### src/rtl/core/http_chunked_body_decoder_assert.svh
// Assertion macros shared by the chunked body decoder RTL.
`ifndef HTTP_CHUNKED_BODY_DECODER_ASSERT_SVH
`define HTTP_CHUNKED_BODY_DECODER_ASSERT_SVH

// The consequent must hold in the same cycle as the antecedent.
`define HCBD_ASSERT_SAME(label, clk, rst_n, ante, cons, msg) \
    label: assert property (@(posedge clk) disable iff (!rst_n) (ante) |-> (cons)) \
        else $error(msg);

// The consequent must hold in the cycle after the antecedent.
`define HCBD_ASSERT_NEXT(label, clk, rst_n, ante, cons, msg) \
    label: assert property (@(posedge clk) disable iff (!rst_n) (ante) |=> (cons)) \
        else $error(msg);

`endif

### src/rtl/core/hcbd_pkg.sv
// Types, constants and helper functions for the chunked body decoder.
`default_nettype none

package hcbd_pkg;

    localparam int SIZE_WIDTH = 32;

    localparam logic [7:0] CH_CR = 8'h0D;
    localparam logic [7:0] CH_LF = 8'h0A;

    typedef enum logic [2:0] {
        PH_SIZE    = 3'd0,
        PH_SIZE_LF = 3'd1,
        PH_DATA    = 3'd2,
        PH_DATA_CR = 3'd3,
        PH_DATA_LF = 3'd4,
        PH_LAST_CR = 3'd5,
        PH_LAST_LF = 3'd6,
        PH_DONE    = 3'd7
    } phase_t;

    typedef struct packed {
        logic [7:0] body_byte;
        logic       message_start;
    } in_word_t;

    typedef struct packed {
        logic [7:0] payload_byte;
        logic       payload_valid;
        logic       chunk_last;
        logic       message_complete;
        logic       size_overflow;
    } out_word_t;

    typedef struct packed {
        logic       is_hex;
        logic [3:0] value;
    } hex_t;

    function automatic hex_t hex_decode(input logic [7:0] c);
        hex_t h;
        h.is_hex = 1'b0;
        h.value  = 4'd0;
        if (c >= 8'h30 && c <= 8'h39)
        begin
            h.is_hex = 1'b1;
            h.value  = 4'(c - 8'h30);
        end
        else if (c >= 8'h61 && c <= 8'h66)
        begin
            h.is_hex = 1'b1;
            h.value  = 4'(c - 8'h57);
        end
        else if (c >= 8'h41 && c <= 8'h46)
        begin
            h.is_hex = 1'b1;
            h.value  = 4'(c - 8'h37);
        end
        return h;
    endfunction

    function automatic logic is_alnum(input logic [7:0] c);
        return (c >= 8'h30 && c <= 8'h39) || (c >= 8'h61 && c <= 8'h7A) ||
               (c >= 8'h41 && c <= 8'h5A);
    endfunction

endpackage

`default_nettype wire

### src/rtl/core/hcbd_parser.sv
// Chunk framing state and the combinational next-state update for one body byte.
`default_nettype none

module hcbd_parser (
    input  wire                logic clk,
    input  wire                logic rst_n,
    input  wire                logic step,
    input  wire  hcbd_pkg::in_word_t  word,
    output hcbd_pkg::out_word_t       result
);
    import hcbd_pkg::*;

    localparam logic [SIZE_WIDTH-1:0] SIZE_MAX = {SIZE_WIDTH{1'b1}};

    phase_t                phase_reg, phase_next;
    logic [SIZE_WIDTH-1:0] accum_reg, accum_next;
    logic [SIZE_WIDTH-1:0] remain_reg, remain_next;
    logic                  stopped_reg, stopped_next;
    logic [1:0]            digits_reg, digits_next;
    logic                  complete_reg, complete_next;
    logic                  overflow_reg, overflow_next;

    phase_t                phase_b;
    logic [SIZE_WIDTH-1:0] accum_b;
    logic [SIZE_WIDTH-1:0] remain_b;
    logic                  stopped_b;
    logic [1:0]            digits_b;
    logic                  complete_b;
    logic                  overflow_b;
    logic [7:0]            c;
    hex_t                  hex;
    logic [SIZE_WIDTH-1:0] remain_dec;

    always_ff @(posedge clk or negedge rst_n)
    begin
        if (!rst_n)
        begin
            phase_reg    <= PH_SIZE;
            accum_reg    <= '0;
            remain_reg   <= '0;
            stopped_reg  <= 1'b0;
            digits_reg   <= 2'd0;
            complete_reg <= 1'b0;
            overflow_reg <= 1'b0;
        end
        else if (step)
        begin
            phase_reg    <= phase_next;
            accum_reg    <= accum_next;
            remain_reg   <= remain_next;
            stopped_reg  <= stopped_next;
            digits_reg   <= digits_next;
            complete_reg <= complete_next;
            overflow_reg <= overflow_next;
        end
    end

    always_comb
    begin
        c   = word.body_byte;
        hex = hex_decode(c);

        // A message start puts every field back to its reset value first.
        if (word.message_start)
        begin
            phase_b    = PH_SIZE;
            accum_b    = '0;
            remain_b   = '0;
            stopped_b  = 1'b0;
            digits_b   = 2'd0;
            complete_b = 1'b0;
            overflow_b = 1'b0;
        end
        else
        begin
            phase_b    = phase_reg;
            accum_b    = accum_reg;
            remain_b   = remain_reg;
            stopped_b  = stopped_reg;
            digits_b   = digits_reg;
            complete_b = complete_reg;
            overflow_b = overflow_reg;
        end

        phase_next    = phase_b;
        accum_next    = accum_b;
        remain_next   = remain_b;
        stopped_next  = stopped_b;
        digits_next   = digits_b;
        complete_next = complete_b;
        overflow_next = overflow_b;
        remain_dec    = remain_b - SIZE_WIDTH'(1);

        result.payload_byte  = 8'd0;
        result.payload_valid = 1'b0;
        result.chunk_last    = 1'b0;

        unique case (phase_b)
            PH_SIZE:
            begin
                if (is_alnum(c))
                begin
                    if (!stopped_b)
                    begin
                        if (hex.is_hex)
                        begin
                            if (|accum_b[SIZE_WIDTH-1 -: 4])
                            begin
                                accum_next    = SIZE_MAX;
                                overflow_next = 1'b1;
                            end
                            else
                            begin
                                accum_next = {accum_b[SIZE_WIDTH-5:0], hex.value};
                            end
                            if (digits_b != 2'd2)
                                digits_next = digits_b + 2'd1;
                        end
                        else if ((c == 8'h78 || c == 8'h58) && digits_b == 2'd1 &&
                                 accum_b == '0)
                        begin
                            digits_next = 2'd2;
                        end
                        else
                        begin
                            stopped_next = 1'b1;
                        end
                    end
                end
                else if (c == CH_CR)
                begin
                    phase_next = PH_SIZE_LF;
                end
            end
            PH_SIZE_LF:
            begin
                if (c == CH_LF)
                begin
                    remain_next  = accum_b;
                    accum_next   = '0;
                    digits_next  = 2'd0;
                    stopped_next = 1'b0;
                    phase_next   = (accum_b == '0) ? PH_LAST_CR : PH_DATA;
                end
            end
            PH_DATA:
            begin
                result.payload_byte  = c;
                result.payload_valid = 1'b1;
                remain_next          = remain_dec;
                if (remain_dec == '0)
                begin
                    result.chunk_last = 1'b1;
                    phase_next        = PH_DATA_CR;
                end
            end
            PH_DATA_CR:
            begin
                if (c == CH_CR)
                    phase_next = PH_DATA_LF;
            end
            PH_DATA_LF:
            begin
                if (c == CH_LF)
                    phase_next = PH_SIZE;
            end
            PH_LAST_CR:
            begin
                if (c == CH_CR)
                    phase_next = PH_LAST_LF;
            end
            PH_LAST_LF:
            begin
                if (c == CH_LF)
                begin
                    complete_next = 1'b1;
                    phase_next    = PH_DONE;
                end
            end
            PH_DONE:
            begin
            end
            default:
            begin
            end
        endcase

        result.message_complete = complete_next;
        result.size_overflow    = overflow_next;
    end

endmodule

`default_nettype wire

### src/rtl/core/http_chunked_body_decoder.sv
// Top level of the chunked body decoder: input register, parser and result register.
//
//  Channel   Handshake                  Word
//  input     byte_valid / byte_stall    byte_data   (body_byte, message_start)
//  result    result_valid / result_stall result_data (payload and status flags)
//
// One byte is accepted per cycle while byte_stall is low; each byte gives one result
// word via the input and result registers. The parser state updates as a byte moves
// between them, so the throughput is one word per cycle when neither side stalls.
// Reset returns the parser to size collection with all counts and flags cleared.
// A stalled result holds; the input register fills behind it, then byte_stall rises.
`default_nettype none

module http_chunked_body_decoder (
    input  wire                       logic clk,
    input  wire                       logic rst_n,
    input  wire                       logic byte_valid,
    output logic                      byte_stall,
    input  wire  hcbd_pkg::in_word_t  byte_data,
    output logic                      result_valid,
    input  wire                       logic result_stall,
    output hcbd_pkg::out_word_t       result_data
);
    import hcbd_pkg::*;

`include "http_chunked_body_decoder_assert.svh"

    logic      hold_valid_reg, hold_valid_next;
    in_word_t  hold_word_reg;
    logic      result_valid_reg, result_valid_next;
    out_word_t result_word_reg;
    out_word_t step_result;
    logic      take_in;
    logic      out_free;
    logic      step;

    assign out_free   = !result_valid_reg || !result_stall;
    assign step       = hold_valid_reg && out_free;
    assign byte_stall = hold_valid_reg && !out_free;
    assign take_in    = byte_valid && !byte_stall;

    assign result_valid = result_valid_reg;
    assign result_data  = result_word_reg;

    hcbd_parser u_parser (
        .clk    (clk),
        .rst_n  (rst_n),
        .step   (step),
        .word   (hold_word_reg),
        .result (step_result)
    );

    always_comb
    begin
        hold_valid_next = hold_valid_reg;
        if (take_in)
            hold_valid_next = 1'b1;
        else if (step)
            hold_valid_next = 1'b0;

        result_valid_next = result_valid_reg;
        if (step)
            result_valid_next = 1'b1;
        else if (out_free)
            result_valid_next = 1'b0;
    end

    always_ff @(posedge clk or negedge rst_n)
    begin
        if (!rst_n)
        begin
            hold_valid_reg   <= 1'b0;
            result_valid_reg <= 1'b0;
        end
        else
        begin
            hold_valid_reg   <= hold_valid_next;
            result_valid_reg <= result_valid_next;
        end
    end

    always_ff @(posedge clk)
    begin
        if (take_in)
            hold_word_reg <= byte_data;
        if (step)
            result_word_reg <= step_result;
    end

    `HCBD_ASSERT_SAME(a_idle_byte_zero, clk, rst_n,
        result_valid_reg && !result_word_reg.payload_valid,
        result_word_reg.payload_byte == 8'd0, "non-payload word carries a byte")
    `HCBD_ASSERT_SAME(a_last_is_payload, clk, rst_n,
        result_valid_reg && result_word_reg.chunk_last,
        result_word_reg.payload_valid, "chunk end marked on a non-payload word")
    `HCBD_ASSERT_SAME(a_no_payload_after_end, clk, rst_n,
        result_valid_reg && result_word_reg.message_complete,
        !result_word_reg.payload_valid, "payload after message completion")
    `HCBD_ASSERT_NEXT(a_stalled_result_kept, clk, rst_n,
        result_valid_reg && result_stall,
        result_valid_reg && $stable(result_word_reg), "stalled result word lost")

endmodule

`default_nettype wire

### config.mk
export PLATFORM = sky130hd
export DESIGN_NAME = http_chunked_body_decoder
export DESIGN_NICKNAME = d
export VERILOG_FILES = /design/src/rtl/core/hcbd_pkg.sv /design/src/rtl/core/hcbd_parser.sv /design/src/rtl/core/http_chunked_body_decoder.sv
export VERILOG_INCLUDE_DIRS = /design/src /design/src/rtl/core
export SDC_FILE = /design/constraint.sdc
export NUM_CORES = 1
export LEC_CHECK = 0
export BUFFER_PORTS_ARGS = -buffer_cell sky130_fd_sc_hd__buf_4
export CAP_MARGIN = 15
export CORE_MARGIN = 4
export CORE_UTILIZATION = 40
export DETAILED_ROUTE_END_ITERATION = 7
export HOLD_SLACK_MARGIN = 0.08
export PLACE_DENSITY = 0.59
export SLEW_MARGIN = 10
export SYNTH_ARGS = -nofsm -noshare
export SYNTH_HDL_FRONTEND = slang
export SYNTH_SLANG_ARGS = --single-unit
### constraint.sdc
create_clock -name clk -period 3.8 [get_ports clk]
set_input_delay 0.76 -clock clk [delete_from_list [all_inputs] [get_ports clk]]
set_output_delay 0.76 -clock clk [all_outputs]
set_load 0.01 [all_outputs]
**Yosys cells after proc, flatten, opt, wreduce, memory -nomap -nowiden**

Index checks and enable logic that the tools add are counted.

- $add $sub $neg: 5
- $lt $le $gt $ge: 8
- Equality and inequality tests: 12
- Mux-type cells: 54
- Reductions and logical operators: 24

Operator list:

| operator | count |
|---|---|
| 2-to-1 mux 32 bit | 8 |
| one-hot mux 32 bit (2 select lines) | 2 |
| zero test 32 bit | 2 |
| less-or-equal comparator 8 x 7 -> 1 bit, second input constant | 4 |
| subtractor 32 x 1 -> 32 bit, second input constant | 1 |
| 2-to-1 mux 3 bit | 10 |
| one-hot mux 3 bit (7 select lines) | 1 |
| 2-to-1 mux 1 bit | 20 |
| equality test 8 x 4 -> 1 bit, second input constant | 2 |
| equality test 8 x 7 -> 1 bit, second input constant | 2 |
| greater-or-equal comparator 8 x 7 -> 1 bit, second input constant | 2 |
| 2-to-1 mux 2 bit | 8 |
| 2-to-1 mux 5 bit | 3 |
| logical AND 1 bit | 10 |
| equality test 3 bit, second input constant | 3 |
| greater-or-equal comparator 8 x 6 -> 1 bit, second input constant | 1 |
| less-or-equal comparator 8 x 6 -> 1 bit, second input constant | 1 |
| subtractor 4 x 3 -> 4 bit, second input constant | 2 |
| equality test 3 x 2 -> 1 bit, second input constant | 2 |
| zero test 1 bit | 4 |
| logical OR 1 bit | 4 |
| one-hot mux 2 bit (2 select lines) | 1 |
| nonzero test 2 bit | 2 |
| OR reduction 4 bit | 1 |
| other kinds (7) | 7 |

- Flip-flop bits (word level): 95
- Output and inout port bits: 14

**Longest topological paths before layout**

- Word-level depth: 10
- Gate-level depth with buffers: 13
- Gate-level depth less buffers: 10

**Cells and area by module**

Synthesis repeated with hierarchy kept, for this count alone.

- Cells, all modules: 654
- Area total of the unflattened synthesis: 5935.7 sq um

By module, submodules not included:

| module | times used | cells an instance | area an instance (sq um) | seq. area each (sq um) |
|---|---|---|---|---|
| hcbd_parser | 1 | 625 | 5212.5 | 1801.7 |
| http_chunked_body_decoder | 1 | 29 | 723.2 | 680.7 |

**Least setup slack after synthesis**

No wires, ideal clock.

- Path type: register to register
- Start: register hold_word_reg[0] (netlist name)
- End: register result_word_reg, in the netlist result_data[2], data pin
- Arrival: 2.746 ns
- Required time: 3.666 ns
- Setup slack: 0.921 ns
- Stages on the path, launching flop included: 14
- Cell sequence: edfxtp_1 inv_1 clkbuf_1 clkbuf_1 nand2_1 ha_1 clkbuf_1 clkbuf_1 clkbuf_1 o211ai_1 a221oi_1 nand3_1 nor4_1 and4_1

- Cells in the longest elaborated chain, start to end: 4

Ends and longest elaborated chain:

| what | line | text |
|---|---|---|
| from (decl) | http_chunked_body_decoder.sv:29 | `in_word_t hold_word_reg;` |
| from (signal assigned) | http_chunked_body_decoder.sv:85 | `hold_word_reg <= byte_data;` |
| 2-to-1 mux 32 bit | hcbd_parser.sv:64 | `if (word.message_start)` |
| subtractor 32 x 1 -> 32 bit | hcbd_parser.sv:92 | `remain_dec = remain_b - SIZE_WIDTH'(1);` |
| zero test 32 bit | hcbd_parser.sv:151 | `if (remain_dec == '0)` |
| 2-to-1 mux 1 bit | hcbd_parser.sv:151 |  |
| to (signal assigned) | http_chunked_body_decoder.sv:87 | `result_word_reg <= step_result;` |
| to (decl) | http_chunked_body_decoder.sv:31 | `out_word_t result_word_reg;` |

Several ways; a longest one is shown, not always the timed one.
A chain may end at the register's enable or synchronous reset.

**Final worst setup path**

- Start: register hold_word_reg[2] (netlist name)
- End: register u_parser.accum_reg[14]

- Cells in the longest elaborated chain, start to end: 9

Ends and longest elaborated chain:

| what | line | text |
|---|---|---|
| greater-or-equal comparator 8 x 7 -> 1 bit or less-or-equal comparator 8 x 7 -> 1 bit (tied branches) | hcbd_pkg.sv:54, hcbd_pkg.sv:64 |  |
| logical AND 1 bit | hcbd_pkg.sv:54 | `else if (c >= 8'h41 && c <= 8'h46)` |
| 2-to-1 mux 5 bit | hcbd_pkg.sv:54 |  |
| 2-to-1 mux 5 bit | hcbd_pkg.sv:49 | `else if (c >= 8'h61 && c <= 8'h66)` |
| 2-to-1 mux 5 bit | hcbd_pkg.sv:44 | `if (c >= 8'h30 && c <= 8'h39)` |
| 2-to-1 mux 32 bit | hcbd_parser.sv:105 | `if (hex.is_hex)` |
| 2-to-1 mux 32 bit | hcbd_parser.sv:103 | `if (!stopped_b)` |
| 2-to-1 mux 32 bit | hcbd_parser.sv:101 | `if (is_alnum(c))` |
| one-hot mux 32 bit (2 select lines) * | hcbd_parser.sv:98 | `unique case (phase_b)` |
| to (signal assigned) | hcbd_parser.sv:49 | `accum_reg <= accum_next;` |
| to (decl) | hcbd_parser.sv:16 | `logic [SIZE_WIDTH-1:0] accum_reg, accum_next;` |

Mark *: on every way between the ends. The rest lies on a longest branch, timed or not.

==> reports/qor.yml <==
max_slew_margin_pct: 35.4
p_sw_mw: 1.09
synth_top_area_share_pct: 29.3
area_growth_pct: 9.75
synth-xor-area-share_pct: 1.94
wl_um: 20700
io_buffers: 26
synthSimpleGateAreaFrac_pct: 24.4
maxCapViolations: 0
antenna_cells: 0
antenna_found_initial: 0
p_int_mw: 1.86
slowest_stage: "a211o_1"
setup_violations: 0
worstPathArrival_ns: 3.46
drcViolationCount: 0
synth_edf_count: 21
min_period_over_period_pct: 84.8
ys_types: 80
hpwl_um: 14300
p_leak_nw: 2.81
synthMuxAreaShare_pct: 1.17
nets: 753
cp-start-kind: "register"
setup_tns_ns: 0
grt_pass1_vias: 5752
hold_path_class: "reg -> reg"
rsz0062_at_grt: "false"
track_usage_pct: 23.5
switching_share_pct: 36.9
viasPerCell: 6.41
ys_async_sr_fraction_pct: 77.9
root_buffer: "clkbuf_16"
seq_area_frac_synth_pct: 39.2
synth_compound_area_share_pct: 26.1
synthAdderAreaFrac_pct: 1.58
max_freq_mhz: 310
path_buf_inv: 1
crit_type: "reg -> reg"
fillers: 1484
ys_seq_elements: 95
synthCells: 743
power_mw: 2.95
cts_buffers: 9
ir_drop_mv: 0.211
end_kind: "register"
period_minus_slack_ns: 3.22
critPathTopFamily: "compound AO/OA/AOI/OAI gates"
grt.busiest_layer: "met2"
grt_max_degree: 75
cts_tree: "built"
final_antenna_net_count: 0
initial_utilization_pct: 41.1
clock_path_buffers: 2
cts_hold_buffers: 0
hold_viol: 0
gr-usage-met1_pct: 33.7
insertion_delay_ns: 0.37
drt_iter0_markers: 726
cts-htree-levels: 3
postCtsSetupRepairBufs: 0
cts.sinks: 95
yosysWarningCount: 0
synth_area_leaders: "dfrtp_1 (29%), edfxtp_1 (10%), nand2_1 (4.9%), o21ai_0 (3.8%), nor2_1 (3.8%)"
ios: 27
synth_commonest_cells: "nand2_1 (83), dfrtp_1 (74), nor2_1 (64)"
die-area_mm2: 0.0179
yosysTopAreaCell: "dfrtp_1"
status: "finished, final reports clean"
tightestPinTransition_ns: 0.969
cts.reportedPaths.clkPinSlew_ns: 0.08
cts_resized: 0
drv_slew: 0
cp_cell_sequence: "inv_1, ha_1, o21bai_1, a2111oi_4, a31oi_2, or2_1, a211o_1, a221o_1"
seqPwrFrac_pct: 41.6
fp.dieW_um: 134
grt_pass1_wl_um: 33400
drive_gt1_share_pct: 12.1
synth_top_family_by_area: "compound AO/OA/AOI/OAI gates"
max_stage_delay_ns: 0.54
fp-row-count: 45
finClkSkew_ns: 0.0164
synth_area_per_cell_um2: 8.51
place.gp.congestion: 0.944
coreArea_mm2: 0.0154
combPwrFrac_pct: 26.8
vias: 6078
power.density_mw_per_mm2: 424
gr-usage-met2_pct: 34.6
global_route.overflow_total: 0
first_pass_iters: 5
synth.most_common_cell: "nand2_1"
die_y_um: 134
routedWlPerCell_um: 21.8
worstPathMaxFanout: 18
grt_use_met3_pct: 4.80
syn-num-nets: 764
p_clk_share_pct: 31.6
cp.required_ns: 4.04
syn_area_mm2: 0.00632
ys.flop_type: "dfrtp_1"
## cell families after synthesis
group	count (synthesis)
buffers and inverters	84
adder cells (fa/ha/maj)	8
flip-flops	95
AO/OA/AOI/OAI	233
AND/OR/NAND/NOR	302
multiplexers	7
XOR/XNOR	14
## path summary, 6_finish.rpt
check	start	end	slack, ns	cells past startpoint
worst max-delay path	hold_word_reg[2]$_DFFE_PP_	u_parser.accum_reg[14]$_DFFE_PN0P_	0.58	8
min in group asynchronous	rst_n	u_parser.remain_reg[6]$_DFFE_PN0P_	0.53	1
worst max register to register	hold_word_reg[2]$_DFFE_PP_	u_parser.accum_reg[14]$_DFFE_PN0P_	0.58	8
max in group asynchronous	rst_n	u_parser.remain_reg[23]$_DFFE_PN0P_	2.62	1
worst min register to register	u_parser.complete_reg$_DFFE_PN0P_	u_parser.complete_reg$_DFFE_PN0P_	0.51	2
worst min-delay path	u_parser.complete_reg$_DFFE_PN0P_	u_parser.complete_reg$_DFFE_PN0P_	0.51	2
## power by group through the flow
stage | logic, mW | registers (mW) | clock network (mW)
after global placement | 0.775 | 1.24 | 0
final | 0.789 | 1.23 | 0.929
after global routing | 0.874 | 1.24 | 0.983
after detailed placement | 0.778 | 1.24 | 0
after floorplan | 0.585 | 1.18 | 0
after CTS | 0.781 | 1.22 | 0.943
## stage by stage
stage / worst slack, ns / hold WS [ns] / area, um2 / util [%] / cells
after floorplan: 0.921 / 0.446 / 6320 / - / 743
after global placement: 0.835 / 0.486 / 6650 / 43.3 / 932
after detailed placement: 0.641 / 0.500 / 6650 / 43.3 / 932
after CTS: 0.610 / 0.518 / 6940 / 45.2 / 948
after global routing: 0.433 / 0.547 / 6940 / 45.2 / 948
final: 0.576 / 0.512 / 6940 / 45.2 / 948
## worst register-to-register path, cell delays in order (launching register included)
cell and delay [ns]:
edfxtp_1 0.50, inv_1 0.18, ha_1 0.23, o21bai_1 0.13, a2111oi_4 0.51, a31oi_2 0.14
or2_1 0.43, a211o_1 0.54, a221o_1 0.44
## routing by layer
| metal | routed length, um | part of all wire [%] | up-vias |
|---|---|---|---|
| li1 | - | - | 2776 |
| met1 | 9130 | 44 | 2970 |
| met2 | 9150 | 44 | 289 |
| met3 | 1730 | 8.4 | 43 |
| met4 | 679 | 3.3 | 0 |
| met5 | 0 | 0 | - |
## layout make-up
type	instances	area, um2	share of cell area, %
multi-input cells	564	3500	50.5
well taps	211	264	3.80
repair buffers	45	338	4.87
flip-flops and latches	95	2480	35.8
inverters	17	63.8	0.919
clock inverters	7	63.8	0.919
clock buffers	9	225	3.24
## placed cells by master, fill, tap and decap left out, types with 6 or more instances in the layout
| master | count |
|---|---|
| dfrtp_1 | 74 |
| buf_4 | 45 |
| clkbuf_16 | 9 |
| a21o_1 | 10 |
| nor2_1 | 64 |
| a22o_1 | 8 |
| a31oi_1 | 10 |
| edfxtp_1 | 21 |
| a22oi_1 | 14 |
| nand2b_1 | 17 |
| o22ai_1 | 8 |
| and3_1 | 11 |
| xnor2_1 | 10 |
| a221o_1 | 17 |
| or4_1 | 6 |
| nor3_1 | 24 |
| inv_1 | 17 |
| o21ai_0 | 48 |
| or3_1 | 8 |
| ha_1 | 8 |
| nor4_1 | 29 |
| a311oi_1 | 6 |
| nand3_1 | 18 |
| o31ai_1 | 10 |
| nand4_1 | 7 |
| nand2_1 | 82 |
| a21oi_1 | 43 |
Power figures use the tool's default switching activity.
